$ cat config.mk
export PLATFORM = sky130hd
export DESIGN_NAME = quadrature_decoder_with_acceleration_core
export DESIGN_NICKNAME = d
export VERILOG_FILES = /design/src/qdec_pkg.sv /design/src/quadrature_decoder_with_acceleration_core.sv
export SDC_FILE = /design/constraint.sdc
export NUM_CORES = 1
export LEC_CHECK = 0
export BUFFER_PORTS_ARGS = -buffer_cell sky130_fd_sc_hd__buf_2
export CORE_MARGIN = 4
export CORE_UTILIZATION = 40
export DETAILED_ROUTE_END_ITERATION = 8
export SYNTH_ARGS = -nofsm -noshare
export SYNTH_HDL_FRONTEND = slang
export SYNTH_SLANG_ARGS = --single-unit
$ cat constraint.sdc
create_clock -name clk_i -period 13.2 [get_ports clk_i]
set_input_delay 1.32 -clock clk_i [delete_from_list [all_inputs] [get_ports clk_i]]
set_output_delay 1.32 -clock clk_i [all_outputs]
set_load 0.005 [all_outputs]
$ cat src/qdec_pkg.sv
// Shared constants, register indexes and the quadrature step table for the
// quadrature decoder with acceleration. No dependencies.
package qdec_pkg;

  // Default widths of the timestamp arithmetic and of the position counter.
  localparam int unsigned TimeBitsDefault     = 32;
  localparam int unsigned PositionBitsDefault = 32;

  // Field widths.
  localparam int unsigned NowWidth    = 32;
  localparam int unsigned DeltaWidth  = 11;
  localparam int unsigned PosOutWidth = 32;
  localparam int unsigned PpsWidth    = 4;
  localparam int unsigned MsWidth     = 16;
  localparam int unsigned MultWidth   = 10;
  localparam int unsigned CntWidth    = 5;

  // Stream data widths, padded to whole bytes.
  localparam int unsigned InDataWidth  = 40;
  localparam int unsigned OutDataWidth = 48;

  // Configuration port.
  localparam int unsigned CfgIdxWidth  = 3;
  localparam int unsigned CfgDataWidth = 16;

  typedef logic [CfgIdxWidth-1:0] cfg_idx_t;

  localparam cfg_idx_t RegPulsesPerStep = 3'd0;
  localparam cfg_idx_t RegWindowMs      = 3'd1;
  localparam cfg_idx_t RegFastMs        = 3'd2;
  localparam cfg_idx_t RegMidMs         = 3'd3;
  localparam cfg_idx_t RegSlowMs        = 3'd4;
  localparam cfg_idx_t RegMultFast      = 3'd5;
  localparam cfg_idx_t RegMultMid       = 3'd6;
  localparam cfg_idx_t RegMultSlow      = 3'd7;

  // Register reset values.
  localparam logic [PpsWidth-1:0]  PulsesPerStepReset = 4'd4;
  localparam logic [MsWidth-1:0]   WindowMsReset      = 16'd500;
  localparam logic [MsWidth-1:0]   FastMsReset        = 16'd20;
  localparam logic [MsWidth-1:0]   MidMsReset         = 16'd50;
  localparam logic [MsWidth-1:0]   SlowMsReset        = 16'd100;
  localparam logic [MultWidth-1:0] MultFastReset      = 10'd100;
  localparam logic [MultWidth-1:0] MultMidReset       = 10'd10;
  localparam logic [MultWidth-1:0] MultSlowReset      = 10'd5;

  // Quadrature step for the index {previous A, previous B, A, B}:
  // +1 for a clockwise transition, -1 for counter-clockwise, 0 otherwise.
  function automatic logic signed [1:0] quad_step(input logic [3:0] idx);
    logic signed [1:0] step;
    case (idx)
      4'd1, 4'd7, 4'd8, 4'd14:  step = -2'sd1;
      4'd2, 4'd4, 4'd11, 4'd13: step = 2'sd1;
      default:                  step = 2'sd0;
    endcase
    return step;
  endfunction

endpackage

$ cat src/quadrature_decoder_with_acceleration_core.sv
// Quadrature decoder with click-rate acceleration: input register, one pass of
// decode logic, result register. Depends on qdec_pkg.
//
// The block accepts one A/B sample with its millisecond timestamp per clock
// while it does not stall and needs no clearing pass after reset. Each sample
// is held in an input register; once the result register can take a result,
// the quadrature table, the 5-bit step accumulator, the interval compare and
// the position adder run in one combinational pass and a click, if any, is
// written to the result register. The decoder state (previous AB pair,
// accumulator, last click time, position) closes its loop inside that pass,
// which sets the rate at one sample per cycle. The result register lets a new
// sample be taken while a click waits to be transferred; the input side
// stalls only when the result register is full and the output side holds
// off. Configuration registers reset to 4, 500, 20, 50, 100, 100, 10 and 5;
// the user must write them only while the block is idle; it is not enforced.
module quadrature_decoder_with_acceleration_core #(
  parameter int unsigned TIME_BITS     = qdec_pkg::TimeBitsDefault,
  parameter int unsigned POSITION_BITS = qdec_pkg::PositionBitsDefault
) (
  input  logic                              clk_i,
  input  logic                              rst_ni,
  // Configuration write port.
  input  logic                              cfg_we_i,
  input  logic [qdec_pkg::CfgIdxWidth-1:0]  cfg_idx_i,
  input  logic [qdec_pkg::CfgDataWidth-1:0] cfg_data_i,
  // Sample stream.
  input  logic                              s_axis_tvalid,
  output logic                              s_axis_tready,
  // From bit 0: pin_a, pin_b, now_ms[31:0], zero padding.
  input  logic [qdec_pkg::InDataWidth-1:0]  s_axis_tdata,
  // Click stream.
  output logic                              m_axis_tvalid,
  input  logic                              m_axis_tready,
  // From bit 0: direction, delta[10:0], position[31:0], zero padding.
  output logic [qdec_pkg::OutDataWidth-1:0] m_axis_tdata
);
  import qdec_pkg::*;

  // Configuration registers.
  logic [PpsWidth-1:0]  pps_q;
  logic [MsWidth-1:0]   window_q, fast_q, mid_q, slow_q;
  logic [MultWidth-1:0] mult_fast_q, mult_mid_q, mult_slow_q;

  always_ff @(posedge clk_i or negedge rst_ni) begin
    if (!rst_ni) begin
      pps_q       <= PulsesPerStepReset;
      window_q    <= WindowMsReset;
      fast_q      <= FastMsReset;
      mid_q       <= MidMsReset;
      slow_q      <= SlowMsReset;
      mult_fast_q <= MultFastReset;
      mult_mid_q  <= MultMidReset;
      mult_slow_q <= MultSlowReset;
    end else if (cfg_we_i) begin
      case (cfg_idx_i)
        RegPulsesPerStep: pps_q       <= cfg_data_i[PpsWidth-1:0];
        RegWindowMs:      window_q    <= cfg_data_i;
        RegFastMs:        fast_q      <= cfg_data_i;
        RegMidMs:         mid_q       <= cfg_data_i;
        RegSlowMs:        slow_q      <= cfg_data_i;
        RegMultFast:      mult_fast_q <= cfg_data_i[MultWidth-1:0];
        RegMultMid:       mult_mid_q  <= cfg_data_i[MultWidth-1:0];
        RegMultSlow:      mult_slow_q <= cfg_data_i[MultWidth-1:0];
        default: ;
      endcase
    end
  end

  // Input register.
  logic                in_valid_q;
  logic                in_a_q, in_b_q;
  logic [NowWidth-1:0] in_now_q;
  logic                proc_fire;
  logic                in_xfer;

  assign s_axis_tready = !in_valid_q || proc_fire;
  assign in_xfer       = s_axis_tvalid && s_axis_tready;

  always_ff @(posedge clk_i or negedge rst_ni) begin
    if (!rst_ni) begin
      in_valid_q <= 1'b0;
    end else if (s_axis_tready) begin
      in_valid_q <= s_axis_tvalid;
    end
  end

  always_ff @(posedge clk_i) begin
    if (in_xfer) begin
      in_a_q   <= s_axis_tdata[0];
      in_b_q   <= s_axis_tdata[1];
      in_now_q <= s_axis_tdata[NowWidth+1:2];
    end
  end

  // Decoder state and result register.
  logic [1:0]                 prev_ab_q;
  logic signed [CntWidth-1:0] cnt_q, cnt_d;
  logic [TIME_BITS-1:0]       last_ms_q, last_ms_d;
  logic [POSITION_BITS-1:0]   pos_q, pos_d;
  logic                       out_valid_q;
  logic                       out_dir_q;
  logic [DeltaWidth-1:0]      out_delta_q;
  logic [PosOutWidth-1:0]     out_pos_q;

  // Decode pass.
  logic [1:0]                 ab;
  logic signed [1:0]          step;
  logic signed [CntWidth:0]   cnt_sum;
  logic signed [CntWidth:0]   thr;
  logic                       hit_pos, hit_neg, click;
  logic [TIME_BITS-1:0]       now_t, diff;
  logic [MultWidth-1:0]       mult;
  logic signed [DeltaWidth-1:0] delta;
  logic                       load_result;

  assign proc_fire   = in_valid_q && (!out_valid_q || m_axis_tready);
  assign load_result = proc_fire && click;

  always_comb begin
    ab      = {in_a_q, in_b_q};
    step    = quad_step({prev_ab_q, ab});
    cnt_sum = {cnt_q[CntWidth-1], cnt_q} + (CntWidth+1)'(step);
    thr     = $signed({2'b00, pps_q});
    hit_pos = cnt_sum >= thr;
    hit_neg = cnt_sum <= -thr;
    click   = (step != 2'sd0) && (hit_pos || hit_neg);

    now_t = TIME_BITS'(in_now_q);
    diff  = now_t - last_ms_q;

    // Speed multiplier from the interval since the previous click.
    mult = MultWidth'(1);
    if ((diff != '0) && (diff < TIME_BITS'(window_q))) begin
      if (diff <= TIME_BITS'(fast_q)) begin
        mult = mult_fast_q;
      end else if (diff <= TIME_BITS'(mid_q)) begin
        mult = mult_mid_q;
      end else if (diff <= TIME_BITS'(slow_q)) begin
        mult = mult_slow_q;
      end
    end

    delta = hit_pos ? $signed({1'b0, mult}) : -$signed({1'b0, mult});
    pos_d = pos_q + POSITION_BITS'(delta);

    // Accumulator holds on no transition, clears on a click.
    cnt_d     = cnt_q;
    last_ms_d = last_ms_q;
    if (step != 2'sd0) begin
      cnt_d = cnt_sum[CntWidth-1:0];
    end
    if (click) begin
      cnt_d     = '0;
      last_ms_d = now_t;
    end
  end

  always_ff @(posedge clk_i or negedge rst_ni) begin
    if (!rst_ni) begin
      prev_ab_q <= 2'b00;
      cnt_q     <= '0;
      last_ms_q <= '0;
      pos_q     <= '0;
    end else if (proc_fire) begin
      prev_ab_q <= ab;
      cnt_q     <= cnt_d;
      if (click) begin
        last_ms_q <= last_ms_d;
        pos_q     <= pos_d;
      end
    end
  end

  always_ff @(posedge clk_i or negedge rst_ni) begin
    if (!rst_ni) begin
      out_valid_q <= 1'b0;
    end else if (load_result) begin
      out_valid_q <= 1'b1;
    end else if (m_axis_tready) begin
      out_valid_q <= 1'b0;
    end
  end

  always_ff @(posedge clk_i) begin
    if (load_result) begin
      out_dir_q   <= !hit_pos;
      out_delta_q <= delta;
      out_pos_q   <= PosOutWidth'(pos_d);
    end
  end

  assign m_axis_tvalid = out_valid_q;
  assign m_axis_tdata  = {4'b0000, out_pos_q, out_delta_q, out_dir_q};

  // The accumulator stays within plus or minus fifteen.
  assert property (@(posedge clk_i) disable iff (!rst_ni)
    cnt_q != -(CntWidth)'(16))
    else $error("step accumulator out of range");

  // A click always clears the accumulator.
  assert property (@(posedge clk_i) disable iff (!rst_ni)
    load_result |=> (cnt_q == '0))
    else $error("accumulator not cleared after click");

  // Position and click time move only with a click.
  assert property (@(posedge clk_i) disable iff (!rst_ni)
    !load_result |=> ($stable(pos_q) && $stable(last_ms_q)))
    else $error("position changed without a click");

  // A loaded result carries the updated position.
  assert property (@(posedge clk_i) disable iff (!rst_ni)
    load_result |=> (out_pos_q == PosOutWidth'(pos_q)))
    else $error("result position differs from state");

endmodule
# Word-level counts from Yosys, hierarchy flattened
# Memories as Yosys holds them, arrays and structs flattened.
# Index checks and enable logic that the tools add are counted.
# W data, S select, Z words.
dict set report word_totals {
  mem_bits_ro 32
  ff_bits 249
  word_cells 74
  memories 1
  output_inout_bits 50
}
# memory words width read_ports rd_ports_with_merged_regs write_ports line_no
set memory_table {}
lappend memory_table {{(no name shown)} 16 2 1 0 0 qdec_pkg.sv:51} ;# case (idx)
dict set report classes {
  order_cmp 6
  addsub 5
  reduce_logical 26
  n_mux 9
  n_eq_ne 7
}
# operator count
set ops {}
lappend ops {{$le A32 B16 Y1} 3}
lappend ops {{$mux W10} 4}
lappend ops {{$add A32 B32 Y32} 1}
lappend ops {{$lt A32 B16 Y1} 1}
lappend ops {{$reduce_bool A32 Y1} 1}
lappend ops {{$sub A32 B32 Y32} 1}
lappend ops {{$reduce_and A2 Y1} 10}
lappend ops {{$eq A3 B3 Y1 const B} 4}
lappend ops {{$mux W11} 1}
lappend ops {{$neg A10 Y11} 1}
lappend ops {{$mux W5} 2}
lappend ops {{$add A5 B2 Y6} 1}
lappend ops {{$eq A3 B2 Y1 const B} 2}
lappend ops {{$ge A6 B5 Y1} 1}
lappend ops {{$le A6 B6 Y1} 1}
lappend ops {{$neg A4 Y6} 1}
lappend ops {{$reduce_bool A2 Y1} 3}
lappend ops {{$logic_and A1 B1 Y1} 5}
lappend ops {{$eq A3 B1 Y1 const B} 1}
lappend ops {{$logic_not A1 Y1} 3}
lappend ops {{$logic_not A3 Y1} 1}
lappend ops {{$logic_or A1 B1 Y1} 3}
lappend ops {{$mux W1} 2}

# Logic depth before layout (Yosys ltp)
# Gate-level depths: netlist of the first run.
dict set report logic_depth {
  ltp_word 9
  depth_mapped 39
  depth_no_buf 39
}

# Worst setup path after synthesis of the first run
# No wires, ideal clock.
dict set report synth_timing {
  kind {reg-to-reg}
  from {reg in_now_q[2]}
  to {reg out_pos_q[31] (data pin)}
  path_stages_with_launch 36
  path_buffers 1
  required_time_ns 12.942
  t_arrival_ns 8.464
  setup_time_ns 0.258
  slack_ns 4.478
  path_cell_list {edfxtp_1 ha_1 o21ai_0 a21oi_1 o311a_1 or3_1 xor2_1 ha_1 a21o_1 a21o_1 a211o_1 o211ai_1 a21oi_1 a2111oi_4 and4_1 o41ai_1 or4b_1 nor4b_2 and2_1 ha_1 inv_1 nor3_1 nand4_1 o211a_1 ha_1 clkbuf_1 a21oi_1 o211ai_1 a41oi_1 a211oi_1 or2_2 a221o_1 a22o_1 o41ai_2 xor2_1 xnor2_1}
}
dict set report synth_between {
  elab_chain_cells 9
  word_cells_on_any_way 14
}
# item line_no
set synth_rtl {}
lappend synth_rtl {{start: declaration} quadrature_decoder_with_acceleration_core.sv:72} ;# logic [NowWidth-1:0] in_now_q;
lappend synth_rtl {{start signal: assignment} quadrature_decoder_with_acceleration_core.sv:91} ;# in_now_q <= s_axis_tdata[NowWidth+1:2];
lappend synth_rtl {{$sub A32 B32 Y32 *} quadrature_decoder_with_acceleration_core.sv:129} ;# diff = now_t - last_ms_q;
lappend synth_rtl {{$le A32 B16 Y1} quadrature_decoder_with_acceleration_core.sv:138} ;# end else if (diff <= TIME_BITS'(slow_q)) begin
lappend synth_rtl {{$mux W10} quadrature_decoder_with_acceleration_core.sv:138}
lappend synth_rtl {{$mux W10} quadrature_decoder_with_acceleration_core.sv:136} ;# end else if (diff <= TIME_BITS'(mid_q)) begin
lappend synth_rtl {{$mux W10} quadrature_decoder_with_acceleration_core.sv:134} ;# if (diff <= TIME_BITS'(fast_q)) begin
lappend synth_rtl {{$mux W10 *} quadrature_decoder_with_acceleration_core.sv:133} ;# if ((diff != '0) && (diff < TIME_BITS'(window_q))) begin
lappend synth_rtl {{$neg A10 Y11 *} quadrature_decoder_with_acceleration_core.sv:143} ;# delta = hit_pos ? $signed({1'b0, mult}) : -$signed({1'b0, mult});
lappend synth_rtl {{$mux W11 *} quadrature_decoder_with_acceleration_core.sv:143}
lappend synth_rtl {{via delta[10]} quadrature_decoder_with_acceleration_core.sv:113} ;# logic signed [DeltaWidth-1:0] delta;
lappend synth_rtl {{$add A32 B32 Y32 *} quadrature_decoder_with_acceleration_core.sv:144} ;# pos_d = pos_q + POSITION_BITS'(delta);
lappend synth_rtl {{via pos_d[31]} quadrature_decoder_with_acceleration_core.sv:99} ;# logic [POSITION_BITS-1:0] pos_q, pos_d;
lappend synth_rtl {{end signal: assignment} quadrature_decoder_with_acceleration_core.sv:188} ;# out_pos_q <= PosOutWidth'(pos_d);
lappend synth_rtl {{end: declaration} quadrature_decoder_with_acceleration_core.sv:103} ;# logic [PosOutWidth-1:0] out_pos_q;
# The timed path passes the listed nets; every way through them passes the cells marked *.
# A chain may end at the register's enable or synchronous reset.

# Worst setup path in the final report of the first run
dict set report layout_timing {
  from {reg last_ms_q[0]}
  to {reg out_pos_q[31] (data pin)}
}
dict set report layout_between {
  elab_chain_cells 9
  word_cells_on_any_way 14
}
# item line_no
set layout_rtl {}
lappend layout_rtl {{start: declaration} quadrature_decoder_with_acceleration_core.sv:98} ;# logic [TIME_BITS-1:0] last_ms_q, last_ms_d;
lappend layout_rtl {{start signal: assignment} quadrature_decoder_with_acceleration_core.sv:168} ;# last_ms_q <= last_ms_d;
lappend layout_rtl {{$sub A32 B32 Y32 *} quadrature_decoder_with_acceleration_core.sv:129}
lappend layout_rtl {{$le A32 B16 Y1} quadrature_decoder_with_acceleration_core.sv:138}
lappend layout_rtl {{$mux W10} quadrature_decoder_with_acceleration_core.sv:138}
lappend layout_rtl {{$mux W10} quadrature_decoder_with_acceleration_core.sv:136}
lappend layout_rtl {{$mux W10} quadrature_decoder_with_acceleration_core.sv:134}
lappend layout_rtl {{$mux W10 *} quadrature_decoder_with_acceleration_core.sv:133}
lappend layout_rtl {{$neg A10 Y11} quadrature_decoder_with_acceleration_core.sv:143}
lappend layout_rtl {{$mux W11 *} quadrature_decoder_with_acceleration_core.sv:143}
lappend layout_rtl {{via delta[8]} quadrature_decoder_with_acceleration_core.sv:113}
lappend layout_rtl {{$add A32 B32 Y32 *} quadrature_decoder_with_acceleration_core.sv:144}
lappend layout_rtl {{via pos_d[31]} quadrature_decoder_with_acceleration_core.sv:99}
# Marks and branches as above.

==> impl_metrics.env, run 1 <==
export IMPL_status="finished clean"
export IMPL_avgSynthCellArea_sq_um=9.546
export IMPL_clock_latency_ns=0.59
export IMPL_ys_types=87
export IMPL_crit_arrival_ns=10.64
export IMPL_final_cells=2273
export IMPL_synth_area_leaders="dfrtp_1, edfxtp_1, ha_1"
export IMPL_antenna_left=0
export IMPL_cp_end_kind="flip-flop"
export IMPL_drv_cap=0
export IMPL_drt_iter0_drc=857
export IMPL_hold_depth=2
export IMPL_cp_common_cell="ha_1"
export IMPL_startpoint_type="flip-flop"
export IMPL_worstRegToRegCells=35
export IMPL_slowest_stage="xor2_1"
export IMPL_synth_top_area_share_pct=23.79
export IMPL_clk_pin_slew_worst_paths_ns=0.06
export IMPL_critPathRequiredTime_ns=13.54
export IMPL_drive_gt1_share_pct=15.73
export IMPL_drc=0
export IMPL_syn_inst=1642
export IMPL_overflow=0
export IMPL_ctsHoldBuffers=0
export IMPL_min_path_type="flip-flop to flip-flop"
export IMPL_setup_violations=0
export IMPL_setup_tns_final_ns=0
export IMPL_wl_um=37950
export IMPL_synth_top_cell_by_area="dfrtp_1"
export IMPL_diodes=0
export IMPL_fin_crit_sh_pct=78.05
export IMPL_dpl_hpwl_um=28210
export IMPL_syn_to_final_growth_pct=13.16
export IMPL_post_route_util_pct=45.78
export IMPL_vias=12320
export IMPL_crit_buf_inv=1
export IMPL_relSlewSlack_pct=27.69
export IMPL_dieArea_sq_um=42420
export IMPL_clock_path_buffers=3
export IMPL_yosys_warnings=0
export IMPL_ys_seq_area_share_pct=42.42
export IMPL_period_minus_slack_ns=10.30
export IMPL_dr_pass1_iters=5
export IMPL_core_sq_um=38740
export IMPL_critical_path_class="flip-flop to flip-flop"
export IMPL_grt_usage_pct=17.94
export IMPL_yosys_register_bits=249
export IMPL_multi_input_area_sq_um=8298
export IMPL_postPlaceCellArea_sq_um=16690
export IMPL_path_max_fanout=9
export IMPL_grt_start_max_net_pins=102
export IMPL_finalNetCount=1942
export IMPL_vias_per_cell=5.418
export IMPL_place_congestion=0.8845
export IMPL_die_h_um=206.0
export IMPL_yosys_most_used_dff="dfrtp_1"
export IMPL_cp_depth=35
export IMPL_synthesis_area_sq_um=15670
export IMPL_cts_tree="yes"
export IMPL_grt_pass1_vias=12110
export IMPL_fmax_mhz=97.06
export IMPL_finalHoldViolCount=0
export IMPL_cts_sinks=249
export IMPL_slew_viol_final=0
export IMPL_htreeDepth=1
export IMPL_dp_cells=2215
export IMPL_wire_per_inst_um=16.69
export IMPL_port_buffers=103
export IMPL_fillers=3758
export IMPL_ios=114
export IMPL_cpLargestDelayFamily="compound AO/OA/AOI/OAI gates"
export IMPL_postLayoutCellArea_sq_um=17740
export IMPL_initial_utilization_pct=40.46
export IMPL_skew_ns=0.03073
export IMPL_layout_area_seq_sq_um=6649
export IMPL_post_cts_buffers=0
export IMPL_synth_edf_count=78
export IMPL_post_cts_resized=0
export IMPL_rsz0062_at_grt="false"
export IMPL_cts_buffers=31
export IMPL_async_flop_share_pct=68.67
export IMPL_r2r_slack_ns=2.90
export IMPL_worst_slew_pin_slew_ns=1.085
export IMPL_row_count=72
export IMPL_clockRootBuffer="clkbuf_16"
export IMPL_fp_dieW_um=206.0
export IMPL_grt_antenna_before_repair=0
export IMPL_grt_pass1_wl_um=62470
export IMPL_cpPeakStageDelay_ns=0.68
cell usage after synthesis, drive strengths merged (8+ instances only):
library cell    n
a211oi         17
a21o           27
a21oi          96
a221o           9
and2            9
and3            8
buf            23
clkbuf         38
dfrtp         149
dfstp          22
edfxtp         78
ha            145
inv           130
mux2           58
nand2         256
nand2b         22
nand3          28
nand4          27
nor2           59
nor2b          16
nor3           17
nor3b           9
nor4           12
o2111ai        11
o211ai         18
o21a           16
o21ai         146
or3            11
xnor2          30
xor2           17
state kept, by name, indices dropped and copies added (netlist names), 10 cells and up:
register and cells:
pos_q 32, out_pos_q 32, in_now_q 32, mult_fast_q 10
mult_slow_q 10, out_delta_q 11, slow_q 16, fast_q 16
last_ms_q 32, mult_mid_q 10, mid_q 16, window_q 16
cell usage in the layout (no fill, tap or decap), types with 8 or more instances in the layout:
| cell type | instances |
|---|---|
| a211oi_1 | 16 |
| a21o_1 | 27 |
| a21oi_1 | 94 |
| a221o_1 | 9 |
| and2_1 | 8 |
| and3_1 | 8 |
| buf_2 | 102 |
| buf_4 | 10 |
| clkbuf_16 | 31 |
| dfrtp_1 | 149 |
| dfstp_2 | 22 |
| edfxtp_1 | 78 |
| ha_1 | 145 |
| inv_1 | 130 |
| mux2_2 | 58 |
| nand2_1 | 256 |
| nand2b_1 | 20 |
| nand3_1 | 28 |
| nand4_1 | 27 |
| nor2_1 | 59 |
| nor2b_1 | 16 |
| nor3_1 | 16 |
| nor4_1 | 11 |
| o2111ai_1 | 11 |
| o211ai_1 | 18 |
| o21a_1 | 16 |
| o21ai_0 | 139 |
| or3_1 | 11 |
| xnor2_1 | 30 |
| xor2_1 | 17 |
per-stage QoR:
step / setup slack, ns / hold slack [ns]
after floorplan: 4.478 / 0.4523
after global placement: 3.083 / 0.4636
after detailed placement: 2.932 / 0.4692
after CTS: 2.889 / 0.4847
after global routing: 2.063 / 0.5080
final: 2.897 / 0.4792
metal layers:
layer | wire [um] | up-vias | track usage (%)
met4 | 965 | 0 | 4.777
met5 | 0 | - | 0
met1 | 17320 | 5891 | 24.29
met3 | 1627 | 66 | 2.699
met2 | 18040 | 245 | 30.16
li1 | - | 6114 | -
worst register-to-register path, delay by kind of cell, from the launching register on:
| kind | cells | cell delay (ns) |
|---|---|---|
| buffers and inverters | 1 | 0.15 |
| flip-flops | 1 | 0.39 |
| multiplexers | 1 | 0.26 |
| XOR/XNOR | 3 | 1.00 |
| adder cells (fa/ha/maj) | 5 | 1.59 |
| AND/OR/NAND/NOR | 10 | 1.88 |
| AO/OA/AOI/OAI | 15 | 4.75 |
cells by family after synthesis:
logic type               synth area share, %
XOR/XNOR                               2.626
flip-flops                             42.42
AND/OR/NAND/NOR                        15.79
buffers and inverters                  4.830
AO/OA/AOI/OAI                          17.79
adder cells (fa/ha/maj)                11.96
other                                0.02393
multiplexers                           4.566
final cells by class:
| cell class | count | area share, % |
|---|---|---|
| Clock buffer | 37 | 4.557 |
| Tap cell | 518 | 3.654 |
| Inverter | 131 | 2.787 |
| Multi-Input combinational cell | 1204 | 46.79 |
| Clock inverter | 21 | 1.362 |
| Timing Repair Buffer | 113 | 3.365 |
| Sequential cell | 249 | 37.49 |
path summary, 6_finish.rpt:
check                           endpoint         start
setup / recovery           out_pos_q[31]  last_ms_q[0]
hold / removal                  pos_q[0]      pos_q[0]
setup reg to reg           out_pos_q[31]  last_ms_q[0]
hold reg to reg                 pos_q[0]      pos_q[0]
max in group asynchronous   last_ms_q[7]        rst_ni
min in group asynchronous       mid_q[3]        rst_ni
Power of run 1 is not shown: default switching activity piles up to over one toggle a cycle in this logic, so the estimate is an artifact.
==> run 2, diff against run 1 <==
- clock period: 13.2 -> 10.4 ns (I/O delays scaled with it)
==> run 2 against run 1 <==
- first-iteration DRC count increased by 3.9%
- via count about the same
- die area unchanged
- cell count about the same
- global-route usage decreased by 0.26 points
- critical endpoint unchanged
==> impl_metrics.env, run 2 (synthesis results as in run 1) <==
export IMPL_dpl_hpwl_um=27950
export IMPL_ios=114
export IMPL_fmax_mhz=102.9
export IMPL_clk_pin_slew_worst_paths_ns=0.07
export IMPL_post_cts_resized=0
export IMPL_core_sq_um=38740
export IMPL_port_buffers=103
export IMPL_grt_usage_pct=17.67
export IMPL_clock_path_buffers=3
export IMPL_antenna_left=0
export IMPL_period_minus_slack_ns=9.717
export IMPL_htreeDepth=1
export IMPL_row_count=72
export IMPL_status="finished clean"
export IMPL_vias=12320
export IMPL_clockRootBuffer="clkbuf_16"
export IMPL_dieArea_sq_um=42420
export IMPL_min_path_type="flip-flop to flip-flop"
export IMPL_worstHoldEndpoint="pos_q[24]"
export IMPL_critical_path_class="flip-flop to flip-flop"
export IMPL_fillers=3729
export IMPL_drive_gt1_share_pct=15.82
export IMPL_drv_cap=0
export IMPL_drt_iter0_drc=890
export IMPL_rsz0062_at_grt="false"
export IMPL_cp_common_cell="ha_1"
export IMPL_worstRegToRegCells=34
export IMPL_setup_violations=0
export IMPL_hold_depth=2
export IMPL_critPathRequiredTime_ns=10.73
export IMPL_syn_to_final_growth_pct=13.01
export IMPL_skew_ns=0.01917
export IMPL_grt_pass1_wl_um=61530
export IMPL_fin_crit_sh_pct=93.43
export IMPL_layout_area_seq_sq_um=6649
export IMPL_path_max_fanout=8
export IMPL_cts_sinks=249
export IMPL_cts_buffers=29
export IMPL_crit_arrival_ns=10.05
export IMPL_layout_common_cells="nand2_1, dfrtp_1, ha_1"
export IMPL_ctsHoldBuffers=0
export IMPL_min_from="pos_q[24]"
export IMPL_finalNetCount=1946
export IMPL_wire_per_inst_um=16.57
export IMPL_slew_viol_final=0
export IMPL_startpoint_type="flip-flop"
export IMPL_cpPeakStageDelay_ns=0.52
export IMPL_r2r_slack_ns=0.68
export IMPL_worst_slew_pin_slew_ns=1.018
export IMPL_fp_dieW_um=206.0
export IMPL_vias_per_cell=5.414
export IMPL_regToRegStartpoint="in_now_q[4]"
export IMPL_drc=0
export IMPL_diodes=0
export IMPL_post_cts_buffers=0
export IMPL_post_route_util_pct=45.73
export IMPL_die_h_um=206.0
export IMPL_cp_end_kind="flip-flop"
export IMPL_initial_utilization_pct=40.46
export IMPL_layout_cells_most_common="nand2_1"
export IMPL_cts_tree="yes"
export IMPL_grt_antenna_before_repair=0
export IMPL_clock_latency_ns=0.58
export IMPL_rr_endpoint="out_pos_q[31]"
export IMPL_relSlewSlack_pct=32.11
export IMPL_overflow=0
export IMPL_grt_pass1_vias=11940
export IMPL_dr_pass1_iters=5
export IMPL_grt_start_max_net_pins=106
export IMPL_finalHoldViolCount=0
export IMPL_slowest_stage="o41ai_2"
export IMPL_place_congestion=0.9002
export IMPL_setup_tns_final_ns=0
export IMPL_multi_input_area_sq_um=8298
export IMPL_wl_um=37710
[run 2: cell count changes in the layout (fill, tap and decap cells not counted), sizes merged]
cell	delta
buf	+6
clkbuf	-3
clkinvlp	+3
inv	-4
[run 2: worst max-delay path by stage]
stage / from / end / slack [ns]
2_1_floorplan: in_now_q[2] / out_pos_q[31] / 1.68
3_3_place_gp: in_now_q[4] / out_pos_q[31] / 0.80
3_5_place_dp: in_now_q[4] / out_pos_q[31] / 0.74
4_1_cts: in_now_q[4] / out_pos_q[31] / 0.70
5_1_grt: in_now_q[0] / out_pos_q[31] / 0.07
6_report: in_now_q[4] / out_pos_q[31] / 0.68
[run 2: metal layers]
metal	GRT usage (%)	part of all wire (%)	up-vias
li1	-	-	6101
met1	24.15	46	5891
met2	29.50	47	253
met3	2.369	4.1	72
met4	5.109	2.9	0
met5	0	0	-
[run 2: worst max-delay path, delay by kind of cell (launching register included)]
kind            cells  cell delay, ns
xor+xnor            2            0.31
simple gates       13            3.69
compound gates     12            3.33
mux                 1            0.27
flops               1            0.46
fa+ha+maj           4            1.13
buf+inv             2            0.29
[run 2: through the flow]
stage / worst slack [ns] / instance area, sq um / instances / hold WS [ns]
3_5_place_dp: 0.7428 / 16730 / 2221 / 0.4721
4_1_cts: 0.6973 / 17710 / 2275 / 0.4891
6_report: 0.6831 / 17710 / 2275 / 0.4823
2_1_floorplan: 1.678 / 15690 / 1645 / 0.4523
3_3_place_gp: 0.7971 / 16730 / 2221 / 0.4640
5_1_grt: 0.06688 / 17710 / 2275 / 0.5038
[run 2: layout make-up]
type	instances	share of cell area [%]
Clock inverter	20	1.286
Inverter	131	2.790
Tap cell	518	3.659
Multi-Input combinational cell	1204	46.85
Timing Repair Buffer	119	3.624
Sequential cell	249	37.54
Clock buffer	34	4.259
Power of run 2 is left out for the same reason.
